--- src/design/byte_entropy_estimator_defines.svh ---
// Assertion helpers for the RTL.
`ifndef BYTE_ENTROPY_ESTIMATOR_DEFINES_SVH
`define BYTE_ENTROPY_ESTIMATOR_DEFINES_SVH

// Same-cycle implication.
`define BEE_ASSERT_NOW(lbl, ante, cons) \
  lbl: assert property (@(posedge clk_i) disable iff (!rst_ni) (ante) |-> (cons)) \
    else $error("assertion failed");

// Next-cycle implication.
`define BEE_ASSERT_NEXT(lbl, ante, cons) \
  lbl: assert property (@(posedge clk_i) disable iff (!rst_ni) (ante) |=> (cons)) \
    else $error("assertion failed");

`endif

--- src/design/bee_pkg.sv ---
`default_nettype none
package bee_pkg;

  localparam int BIN_W       = 8;
  localparam int OUT_FRAC    = 12;
  localparam int ENTROPY_MAX = 32768;
  localparam int THR_W       = 16;
  localparam logic [THR_W-1:0] THR_RESET = 16'd29491;

  typedef struct packed {
    logic ready;
    logic accept;
    logic clr_wr;
    logic inc_wr;
    logic walk_rd;
    logic walk_log;
    logic walk_mul;
    logic walk_acc;
    logic nlog;
    logic div_step;
    logic out_load;
  } bee_cmd_t;

  typedef struct packed {
    logic sat;
    logic last_in;
    logic last;
    logic addr_last;
    logic div_done;
    logic out_free;
  } bee_sts_t;

endpackage
`default_nettype wire

--- src/design/bee_ctrl.sv ---
`default_nettype none
`include "byte_entropy_estimator_defines.svh"
module bee_ctrl
  import bee_pkg::*;
(
  input  wire logic     clk_i,
  input  wire logic     rst_ni,
  input  wire logic     in_valid_i,
  input  wire bee_sts_t sts_i,
  output bee_cmd_t      cmd_o
);

  typedef enum logic [9:0] {
    S_CLR  = 10'b00_0000_0001,
    S_IDLE = 10'b00_0000_0010,
    S_INC  = 10'b00_0000_0100,
    S_RD   = 10'b00_0000_1000,
    S_LOG  = 10'b00_0001_0000,
    S_MUL  = 10'b00_0010_0000,
    S_ACC  = 10'b00_0100_0000,
    S_NLOG = 10'b00_1000_0000,
    S_DIV  = 10'b01_0000_0000,
    S_OUT  = 10'b10_0000_0000
  } state_e;

  state_e state_q, state_d;

  always_ff @(posedge clk_i or negedge rst_ni) begin
    if (!rst_ni) begin
      state_q <= S_CLR;
    end else begin
      state_q <= state_d;
    end
  end

  always_comb begin
    state_d = state_q;
    cmd_o   = '0;
    case (state_q)
      S_CLR: begin
        cmd_o.clr_wr = 1'b1;
        if (sts_i.addr_last) state_d = S_IDLE;
      end
      S_IDLE: begin
        cmd_o.ready  = 1'b1;
        cmd_o.accept = in_valid_i;
        if (in_valid_i) begin
          if (!sts_i.sat) state_d = S_INC;
          else if (sts_i.last_in) state_d = S_RD;
        end
      end
      S_INC: begin
        cmd_o.inc_wr = 1'b1;
        state_d = sts_i.last ? S_RD : S_IDLE;
      end
      S_RD: begin
        cmd_o.walk_rd = 1'b1;
        state_d = S_LOG;
      end
      S_LOG: begin
        cmd_o.walk_log = 1'b1;
        state_d = S_MUL;
      end
      S_MUL: begin
        cmd_o.walk_mul = 1'b1;
        state_d = S_ACC;
      end
      S_ACC: begin
        cmd_o.walk_acc = 1'b1;
        state_d = sts_i.addr_last ? S_NLOG : S_RD;
      end
      S_NLOG: begin
        cmd_o.nlog = 1'b1;
        state_d = S_DIV;
      end
      S_DIV: begin
        cmd_o.div_step = 1'b1;
        if (sts_i.div_done) state_d = S_OUT;
      end
      S_OUT: begin
        if (sts_i.out_free) begin
          cmd_o.out_load = 1'b1;
          state_d = S_IDLE;
        end
      end
      default: state_d = S_CLR;
    endcase
  end

  `BEE_ASSERT_NEXT(a_load_to_idle, cmd_o.out_load, state_q == S_IDLE)
  `BEE_ASSERT_NOW(a_one_writer, 1'b1, $onehot0({cmd_o.clr_wr, cmd_o.inc_wr, cmd_o.walk_log}))
  `BEE_ASSERT_NEXT(a_inc_after_accept, cmd_o.accept && !sts_i.sat, state_q == S_INC)

endmodule
`default_nettype wire

--- config.mk ---
export PLATFORM = sky130hd
export DESIGN_NAME = bee_ctrl
export DESIGN_NICKNAME = d
export VERILOG_FILES = /design/src/design/bee_pkg.sv /design/src/design/bee_ctrl.sv
export VERILOG_INCLUDE_DIRS = /design/src /design/src/design
export SDC_FILE = /design/constraint.sdc
export NUM_CORES = 1
export LEC_CHECK = 0
export ABC_AREA = 1
export BUFFER_PORTS_ARGS = -buffer_cell sky130_fd_sc_hd__buf_2
export CELL_PAD_IN_SITES_DETAIL_PLACEMENT = 0
export CELL_PAD_IN_SITES_GLOBAL_PLACEMENT = 1
export CORE_MARGIN = 4
export CORE_UTILIZATION = 30
export DETAILED_ROUTE_END_ITERATION = 16
export PLACE_DENSITY_LB_ADDON = 0.3
export SLEW_MARGIN = 20
export SYNTH_ARGS = -nofsm -noshare
export SYNTH_HDL_FRONTEND = slang
export SYNTH_SLANG_ARGS = --single-unit
--- constraint.sdc ---
create_clock -name clk_i -period 1.9 [get_ports clk_i]
set_clock_uncertainty 0.1 [all_clocks]
set_input_delay 0.19 -clock clk_i [delete_from_list [all_inputs] [get_ports clk_i]]
set_output_delay 0.19 -clock clk_i [all_outputs]
set_load 0.01 [all_outputs]
Word-level counts from Yosys, hierarchy flattened. Cells that the tools add are included.

Bits in registers: 10. Output and inout bits: 11. Logic and storage cells: 37.

Eq/ne operators: 15. Multiplexer cells: 20. Reductions and logical operators: 1.

Operators with widths (count): $pmux 10 s10 (1); $mux 10 (6); $eq 10x1->1 const B (1); $eq 10x10->1 const B (1); $eq 10x2->1 const B (1); $eq 10x3->1 const B (1); $eq 10x4->1 const B (1); $eq 10x5->1 const B (1); $eq 10x6->1 const B (1); $eq 10x7->1 const B (1); $eq 10x8->1 const B (1); $eq 10x9->1 const B (1); $mux 1 (10); $mux 8 (1); $ne 2x2->1 const B (4); $reduce_and 5->1 (1); $mux 4 (1); $ne 3x3->1 const B (1); $mux 2 (1).

Logic depth before layout (Yosys ltp). Gate-level depths: netlist of run 1.

Depth in word-level cells: 4. Gate-level depth with buffers: 11. Gate-level depth less buffers: 11.

Worst setup path before layout of run 1. Ideal clock, no wire load.

Path kind: register -> register. Start: register state_q[0]. End: register state_q[8]. Setup slack: 0.493 ns. Period minus slack after synthesis: 1.407 ns. Required time: 1.687 ns. Data arrival time: 1.194 ns. Setup time: 0.113 ns. Stages on the path, launching flop included: 12. Cells stage by stage: dfstp_2 > inv_2 > nor2_2 > inv_1 > nor2_1 > nand3_1 > nand2_1 > inv_2 > nand3b_4 > nand2_1 > nand2_1 > inv_1.

Longest elaborated chain between the ends: 3. Elaborated cells between the ends (all ways): 17.

Ends and longest elaborated chain: from (decl) (RTL line bee_ctrl.sv:26) `state_e state_q, state_d;`; from (signal assigned) (RTL line bee_ctrl.sv:32) `state_q <= state_d;`; $eq 10x2->1, or another cell as far along (RTL line bee_ctrl.sv:39) `case (state_q)`; $ne 3x3->1 (no line) / $ne 2x2->1 (equally long branches); $reduce_and 5->1 (no line).

Parallel ways exist; a longest one is shown, timed or not. A chain may end at the register's enable or synchronous reset.

==> flow_metrics.env, run 1 <==
export IMPL_regMostFlops="state_q"
export IMPL_grt_max_degree=11
export IMPL_largest_registers="state_q: 10 flops"
export IMPL_grt_antenna_before_repair=0
export IMPL_port_buffers=19
export IMPL_ant_nets=0
export IMPL_startpoint="state_q[1]"
export IMPL_wire_per_inst_um=9.911
export IMPL_multi_input_area_um2=429.2
export IMPL_num_rows=18
export IMPL_htreeDepth=1
export IMPL_routed_wl_mm=1.784
export IMPL_synth_nets=135
export IMPL_largest_register_ffs=10
export IMPL_synth_top_family_by_area="simple AND/OR/NAND/NOR gates"
export IMPL_period_share_pct=91.22
export IMPL_clk_pin_slew_ns=0.07
export IMPL_antennaDiodeCount=0
export IMPL_first_pass_iters=4
export IMPL_syn_area_um2=808.3
export IMPL_syn_area_per_cell_um2=6.415
export IMPL_muxShareOfSynthArea_pct=0
export IMPL_dp_cells=175
export IMPL_hold_viol=0
export IMPL_vias_per_cell=4.156
export IMPL_ff2ff_path_depth=9
export IMPL_vias=748
export IMPL_leakagePower_uw=0.0006799
export IMPL_yosysWarnings=0
export IMPL_hold_class="in2reg"
export IMPL_worstMarginPinSlew_ns=0.2590
export IMPL_synth_distinct_cells=19
export IMPL_r2r_start="state_q[9]"
export IMPL_status="finished clean"
export IMPL_start_kind="register"
export IMPL_final_cell_mix="nand2_1, inv_1, nor2_1, buf_2, dfrtp_1"
export IMPL_fin_cells=180
export IMPL_hold_ws_ns=0.04277
export IMPL_rrSetupSlack_ns=0.35
export IMPL_die_x_um=59.91
export IMPL_fillers=291
export IMPL_post_cts_resized=0
export IMPL_rsz0062_at_grt="false"
export IMPL_area_growth_syn_to_layout_pct=20.90
export IMPL_drv_slew=0
export IMPL_post_cts_buffers=0
export IMPL_r2r_end="state_q[0]"
export IMPL_synth_adder_area_share_pct=0
export IMPL_seq_area_um2=251.5
export IMPL_ys_seq_elements=10
export IMPL_synth_seq_area_share_pct=31.11
export IMPL_setup_violations=0
export IMPL_max_slew_margin_rel_pct=82.67
export IMPL_critPathMaxFanout=5
export IMPL_yosys_area_share_simple_pct=51.24
export IMPL_synth_compound_area_share_pct=1.858
export IMPL_tritoncts="yes"
export IMPL_fmax_ghz=0.5770
export IMPL_clk_latency_ns=0.26
export IMPL_drive_gt1_share_pct=31.33
export IMPL_cp_required_ns=1.61
export IMPL_grt_pass1_vias=700
export IMPL_critPathKind="reg2out"
export IMPL_coreArea_um2=2522
export IMPL_cts_buffer_depth=2
export IMPL_gr_usage_all_layers_pct=11.85
export IMPL_fin_crit_ns=1.733
export IMPL_cp_end_kind="primary output"
export IMPL_die_h_um=59.91
export IMPL_drc=0
export IMPL_max_cap_viol_count=0
export IMPL_cp_arrival_ns=1.44
export IMPL_grt_pass1_wl_mm=3.111
export IMPL_p_per_area_nw_per_um2=1075
export IMPL_crit_end="cmd_o[0]"
export IMPL_synth_xor_area_share_pct=0
export IMPL_final_nets=160
export IMPL_finalSetupTns_ns=0
export IMPL_numClockSinks=10
export IMPL_drtIter0Drc=11
export IMPL_layout_commonest_cell="nand2_1"
export IMPL_die_area_um2=3589
export IMPL_routabilityCongestion=0.7734
export IMPL_synth_cells=126
export IMPL_whs_path_depth=2
export IMPL_grt_ovfl_total=0
export IMPL_peakVddDrop_mv=0.4327
export IMPL_holdBufCountCts=1
export IMPL_start_util_pct=32.04
export IMPL_dpl_hpwl_mm=1.561
export IMPL_cts_root_buffer="clkbuf_4"
export IMPL_cts_made_buffers=3
export IMPL_io_pins=20
## worst min path at each step
stage | start | to | slack (ns)
2_1_floorplan | rst_ni | state_q[1] | -0.21
3_3_place_gp | rst_ni | state_q[6] | -0.03
3_5_place_dp | rst_ni | state_q[6] | -0.03
4_1_cts | sts_i[5] | state_q[2] | 0.04
5_1_grt | sts_i[5] | state_q[2] | 0.04
6_report | sts_i[5] | state_q[2] | 0.04
## per-layer routing
| metal | track usage, % | share of wire, % | vias up |
|---|---|---|---|
| met5 | 0 | 0 | - |
| met4 | 3.797 | 0.67 | 0 |
| met3 | 4.104 | 4.1 | 2 |
| met2 | 18.67 | 48 | 10 |
| met1 | 15.07 | 47 | 326 |
| li1 | - | - | 410 |
## cell usage after synthesis
cell,instances,share of area [%]
nand2_1,34,16
inv_1,28,13
nor2_1,20,9.3
dfrtp_1,9,28
inv_2,6,2.8
nand3_1,5,3.1
nor2_4,5,7.0
nand2_2,4,3.1
nor2_2,3,2.3
nand2_4,2,2.8
nand3_2,2,2.5
a21oi_1,1,0.62
dfstp_2,1,3.3
nand3b_4,1,2.5
nand4_2,1,1.5
nor3_1,1,0.62
o21ai_0,1,0.62
o21ai_1,1,0.62
or2_1,1,0.77
## per-stage QoR
stage               total power (µW)  util, %  worst slack, ns  cell area, µm²
floorplan                      765.5        -           0.4928           808.3
global placement               908.1    37.30           0.3544           940.9
detailed placement             906.7    37.30           0.3562           940.9
CTS                             1066    38.74           0.1608           977.2
global route                    1168    38.74          0.03932           977.2
finish                          1051    38.74           0.1668           977.2
## worst max-delay path: stages, from the launching register on
cell     delay (ns)
dfrtp_1        0.45
nor2_4         0.16
nand2_4        0.08
nor2_4         0.15
nand2_1        0.10
nor2_1         0.10
buf_2          0.14
## area by class of cell
type / count / area share, %
well taps: 30 / 3.841
clock buffers: 4 / 2.689
repair buffers: 20 / 10.76
inverters: 34 / 13.06
multi-input cells: 82 / 43.92
flip-flops and latches: 10 / 25.74
## report_power, final
part	internal [µW]	switching, µW
clock	81.0	72.8
sequential	258	39.3
combinational	217	383
## kinds of logic (layout without fill, tap and decap cells)
family | Yosys count | after routing
AND/OR/NAND/NOR | 79 | 79
AO/OA/AOI/OAI | 3 | 3
flip-flops | 10 | 10
buffers and inverters | 34 | 58
Power figures use the tool's default switching activity.
==> run 2, diff against run 1 <==
BUFFER_PORTS_ARGS = not set   (was -buffer_cell sky130_fd_sc_hd__buf_2)
DONT_BUFFER_PORTS = 1   (was not set)
==> run 2 against run 1 <==
Net effect:
- critical path depth down 1
- clock power up 30%
- design area down 6.7%
- total power up 1.2%
- largest cell class unchanged
==> flow_metrics.env, run 2 (synthesis gave the netlist of run 1 again) <==
export IMPL_status="finished clean"
export IMPL_hold_ws_ns=0.04014
export IMPL_worst_path_max_delay_cell="dfrtp_1"
export IMPL_rsz0062_at_grt="false"
export IMPL_cp_end_kind="primary output"
export IMPL_hold_viol=0
export IMPL_critPathMaxFanout=5
export IMPL_die_h_um=59.91
export IMPL_drtIter0Drc=26
export IMPL_setup_violations=0
export IMPL_critical_path_max_stage_delay_ns=0.46
export IMPL_gr_usage_all_layers_pct=11.67
export IMPL_final_nets=143
export IMPL_die_x_um=59.91
export IMPL_pwr_share_seq_pct=28.0
export IMPL_hold_class="in2reg"
export IMPL_largest_registers="state_q: 10 flops"
export IMPL_cts_buffer_depth=2
export IMPL_drc=0
export IMPL_routabilityCongestion=0.7443
export IMPL_met1_usage_pct=14.40
export IMPL_multi_input_area_um2=429.2
export IMPL_first_pass_iters=4
export IMPL_internal_power_uw=568.9
export IMPL_power_switching_uw=494.5
export IMPL_clk_latency_ns=0.27
export IMPL_grtUsageMet2_pct=19.14
export IMPL_seq_area_um2=251.5
export IMPL_leakagePower_uw=0.0006029
export IMPL_clkPwrFrac_pct=18.8
export IMPL_fmax_ghz=0.5906
export IMPL_num_rows=18
export IMPL_area_growth_syn_to_layout_pct=12.85
export IMPL_path_common_cell="nor2_4"
export IMPL_top_usage_layer="met2"
export IMPL_vias=719
export IMPL_drive_gt1_share_pct=21.80
export IMPL_grt_pass1_wl_mm=3.022
export IMPL_tritoncts="yes"
export IMPL_fin_cells=163
export IMPL_grt_ovfl_total=0
export IMPL_drv_slew=0
export IMPL_total_power_uw=1063
export IMPL_routed_wl_mm=1.786
export IMPL_die_area_um2=3589
export IMPL_dp_cells=156
export IMPL_cts_root_buffer="clkbuf_4"
export IMPL_max_cap_viol_count=0
export IMPL_cts_made_buffers=3
export IMPL_critPathKind="reg2out"
export IMPL_share_comb_of_total_power_pct=53.2
export IMPL_cp_buffers_inverters=0
export IMPL_period_share_pct=89.11
export IMPL_finalSetupTns_ns=0
export IMPL_port_buffers=0
export IMPL_p_per_area_nw_per_um2=1166
export IMPL_coreArea_um2=2522
export IMPL_power_share_switching_pct=46.50
export IMPL_io_pins=20
export IMPL_cp_arrival_ns=1.40
export IMPL_start_util_pct=32.04
export IMPL_numClockSinks=10
export IMPL_peakVddDrop_mv=0.6168
export IMPL_post_cts_buffers=0
export IMPL_cp_top_family="simple AND/OR/NAND/NOR gates"
export IMPL_worstMarginPinSlew_ns=0.4885
export IMPL_max_slew_margin_rel_pct=67.33
export IMPL_clk_pin_slew_ns=0.07
export IMPL_cp_required_ns=1.61
export IMPL_start_kind="register"
export IMPL_layout_commonest_cell="nand2_1"
export IMPL_vias_per_cell=4.411
export IMPL_design_area_um2=912.1
export IMPL_grt_util_met3_pct=4.320
export IMPL_fillers=282
export IMPL_crit_chain="nor2_4 > nand2_4 > nor2_4 > nand2_1 > nor2_1"
export IMPL_grt_max_degree=11
export IMPL_regMostFlops="state_q"
export IMPL_grt_pass1_vias=676
export IMPL_fin_crit_ns=1.693
export IMPL_dpl_hpwl_mm=1.533
export IMPL_largest_register_ffs=10
export IMPL_grt_antenna_before_repair=0
export IMPL_wire_per_inst_um=10.96
export IMPL_htreeDepth=1
export IMPL_place_area_um2=845.8
export IMPL_antennaDiodeCount=0
export IMPL_ant_nets=0
export IMPL_final_cell_mix="nand2_1, inv_1, nor2_1, dfrtp_1, inv_2"
run 2: layout make-up:
cell class	count	area share, %
inverters	34	13.99
multi-input cells	82	47.05
flip-flops and latches	10	27.57
clock buffers	4	3.978
repair buffers	3	3.292
well taps	30	4.115
run 2: worst min-delay path, cell delays in order:
cell and delay (ns):
o21ai_1 0.06, nand3_1 0.08, nand2_1 0.05
run 2: power groups by stage:
| stage | clock network [µW] | registers (µW) | logic, µW |
|---|---|---|---|
| 2_1_floorplan | 0 | 295 | 471 |
| 3_3_place_gp | 0 | 300 | 571 |
| 3_5_place_dp | 0 | 302 | 562 |
| 4_1_cts | 210 | 298 | 573 |
| 5_1_grt | 217 | 303 | 660 |
| 6_report | 200 | 298 | 565 |
run 2: stage by stage:
step	worst slack [ns]	util [%]
after global routing	0.06377	36.16
after floorplan	0.4928	-
after global placement	0.3599	33.53
after detailed placement	0.3719	33.53
final	0.2068	36.16
after CTS	0.1693	36.16
run 2: repair_timing:
action	in CTS	in global routing
hold endpoints to repair	12	0
resized for setup	0	0
hold buffers	3	0
setup endpoints to repair	0	0
run 2: layer usage:
| metal | up-vias | routed length [µm] |
|---|---|---|
| li1 | 377 | - |
| met1 | 327 | 758 |
| met3 | 3 | 106 |
| met5 | - | 0 |
| met2 | 12 | 914 |
| met4 | 0 | 8 |
run 2: final timing paths:
kind                                  from          to  slack (ns)  depth (start not counted)
worst min register to register  state_q[0]  state_q[0]        0.49                          4
min in group asynchronous           rst_ni  state_q[6]        0.21                          1
worst max-delay path            state_q[1]    cmd_o[0]        0.21                          5
worst min-delay path              sts_i[3]  state_q[1]        0.04                          3
worst max register to register  state_q[0]  state_q[8]        0.38                          9
max in group asynchronous           rst_ni  state_q[0]        1.14                          1
==> run 3, diff against run 2 <==
CTS_BUF_LIST = sky130_fd_sc_hd__clkbuf_4   (was not set)
==> run 3 against run 2 <==
Net effect:
- die area is the same
- register-to-register slack is essentially flat
- cell count did not move
- clock power shrank 21%
- utilization down 0.40 points
- maximum frequency is 0.25% lower
- worst setup slack lost 0.0043 ns
- flip-flop and latch count did not move
- first-iteration DRC count decreased by 15%
- critical path depth unchanged
- largest cell class unchanged
- largest power group unchanged
- highest routed layer is now met3
==> flow_metrics.env, run 3 (synthesis gave the netlist of run 1 again) <==
export IMPL_cp_arrival_ns=1.41
export IMPL_tritoncts="yes"
export IMPL_dpl_hpwl_mm=1.533
export IMPL_worstMarginPinSlew_ns=0.4823
export IMPL_cp_required_ns=1.61
export IMPL_fin_ws_ns=0.2025
export IMPL_first_pass_iters=4
export IMPL_finalSetupTns_ns=0
export IMPL_leakagePower_uw=0.0005973
export IMPL_drive_gt1_share_pct=21.05
export IMPL_largest_register_ffs=10
export IMPL_fin_crit_ns=1.697
export IMPL_grt_max_degree=11
export IMPL_critical_path_max_stage_delay_ns=0.42
export IMPL_multi_input_area_um2=429.2
export IMPL_coreArea_um2=2522
export IMPL_p_per_area_nw_per_um2=1131
export IMPL_max_slew_margin_rel_pct=67.74
export IMPL_grt_pass1_vias=688
export IMPL_final_nets=143
export IMPL_layout_commonest_cell="nand2_1"
export IMPL_port_buffers=0
export IMPL_routed_wl_mm=1.786
export IMPL_die_area_um2=3589
export IMPL_place_ws_ns=0.3719
export IMPL_htreeDepth=1
export IMPL_antennaDiodeCount=0
export IMPL_clk_latency_ns=0.27
export IMPL_critPathKind="reg2out"
export IMPL_start_util_pct=32.04
export IMPL_routabilityCongestion=0.7443
export IMPL_post_cts_resized=0
export IMPL_cts_root_buffer="clkbuf_4"
export IMPL_clk_pin_slew_ns=0.07
export IMPL_hold_viol=0
export IMPL_vias_per_cell=4.429
export IMPL_rsz0062_at_grt="false"
export IMPL_largest_registers="state_q: 10 flops"
export IMPL_area_growth_syn_to_layout_pct=11.61
export IMPL_ant_nets=0
export IMPL_start_kind="register"
export IMPL_grt_antenna_before_repair=0
export IMPL_seq_area_um2=251.5
export IMPL_peakVddDrop_mv=0.5853
export IMPL_io_pins=20
export IMPL_grt_pass1_wl_mm=3.070
export IMPL_vias=722
export IMPL_grt_ovfl_total=0
export IMPL_cts_buffer_depth=2
export IMPL_hold_class="in2reg"
export IMPL_drv_slew=0
export IMPL_drtIter0Drc=22
export IMPL_period_share_pct=89.34
export IMPL_post_cts_buffers=0
export IMPL_max_cap_viol_count=0
export IMPL_final_cell_mix="nand2_1, inv_1, nor2_1, dfrtp_1, inv_2"
export IMPL_setup_violations=0
export IMPL_critPathMaxFanout=4
export IMPL_wire_per_inst_um=10.96
export IMPL_drc=0
export IMPL_die_x_um=59.91
export IMPL_status="finished clean"
export IMPL_numClockSinks=10
export IMPL_fillers=283
export IMPL_cts_made_buffers=3
export IMPL_cp_end_kind="primary output"
export IMPL_regMostFlops="state_q"
export IMPL_gr_usage_all_layers_pct=11.76
export IMPL_fmax_ghz=0.5891
export IMPL_crit_chain="nor2_4 > nand2_1 > nor2_2 > nand2_2 > nor2_1"
export IMPL_die_h_um=59.91
export IMPL_worst_path_max_delay_cell="dfrtp_1"
export IMPL_num_rows=18
run 3: cell count changes in the layout (fill, tap and decap cells not counted), sizes merged:
| cell | before | now |
|---|---|---|
| clkbuf | 4 | 3 |
| clkinv | 0 | 1 |
run 3: final cells by class:
type / count / share of cell area [%]
Clock buffer: 3 / 2.497
Clock inverter: 1 / 0.4161
Inverter: 34 / 14.15
Multi-Input combinational cell: 82 / 47.57
Sequential cell: 10 / 27.88
Tap cell: 30 / 4.161
Timing Repair Buffer: 3 / 3.329
run 3: final timing paths:
path / from / to / slack (ns) / depth (start not counted)
setup / recovery: state_q[6] / cmd_o[9] / 0.20 / 5
hold / removal: sts_i[3] / state_q[1] / 0.04 / 3
setup reg to reg: state_q[9] / state_q[8] / 0.38 / 9
hold reg to reg: state_q[0] / state_q[0] / 0.49 / 4
max in group asynchronous: rst_ni / state_q[0] / 1.14 / 1
min in group asynchronous: rst_ni / state_q[6] / 0.21 / 1
run 3: routing by layer:
metal / wire (µm) / share of wire (%) / vias to the layer above / global-route usage [%]
li1: - / - / 378 / -
met1: 737 / 41 / 330 / 14.53
met2: 936 / 52 / 14 / 19.44
met3: 112 / 6.3 / 0 / 4.104
met4: 0 / 0 / 0 / 2.848
met5: 0 / 0 / - / 0
run 3: stage by stage:
| step | hold WS, ns | cells | cell area (µm²) | util (%) | power, µW |
|---|---|---|---|---|---|
| 6_report | 0.03657 | 163 | 902.1 | 35.76 | 1020 |
| 5_1_grt | 0.04972 | 163 | 902.1 | 35.76 | 1138 |
| 4_1_cts | 0.001376 | 162 | 892.1 | 35.37 | 1036 |
| 3_5_place_dp | -0.2051 | 156 | 845.8 | 33.53 | 863.7 |
| 3_3_place_gp | -0.2052 | 156 | 845.8 | 33.53 | 870.9 |
| 2_1_floorplan | -0.2056 | 126 | 808.3 | - | 765.5 |
run 3: what timing repair did:
action                                 in CTS  in global routing
setup endpoints to repair                   0                  0
hold buffers                                2                  1
endpoints found under the hold margin      11                  1
run 3: critical path, delay by kind of cell (launching register included):
kind             cells  cell delay (ns)
flip-flops           1             0.42
AND/OR/NAND/NOR      5             0.71
run 3: power breakdown:
| group | switching, µW | internal [µW] |
|---|---|---|
| clock network | 82.8 | 76.1 |
| logic | 369 | 195 |
| registers | 39.9 | 258 |
| total | 492 | 529 |
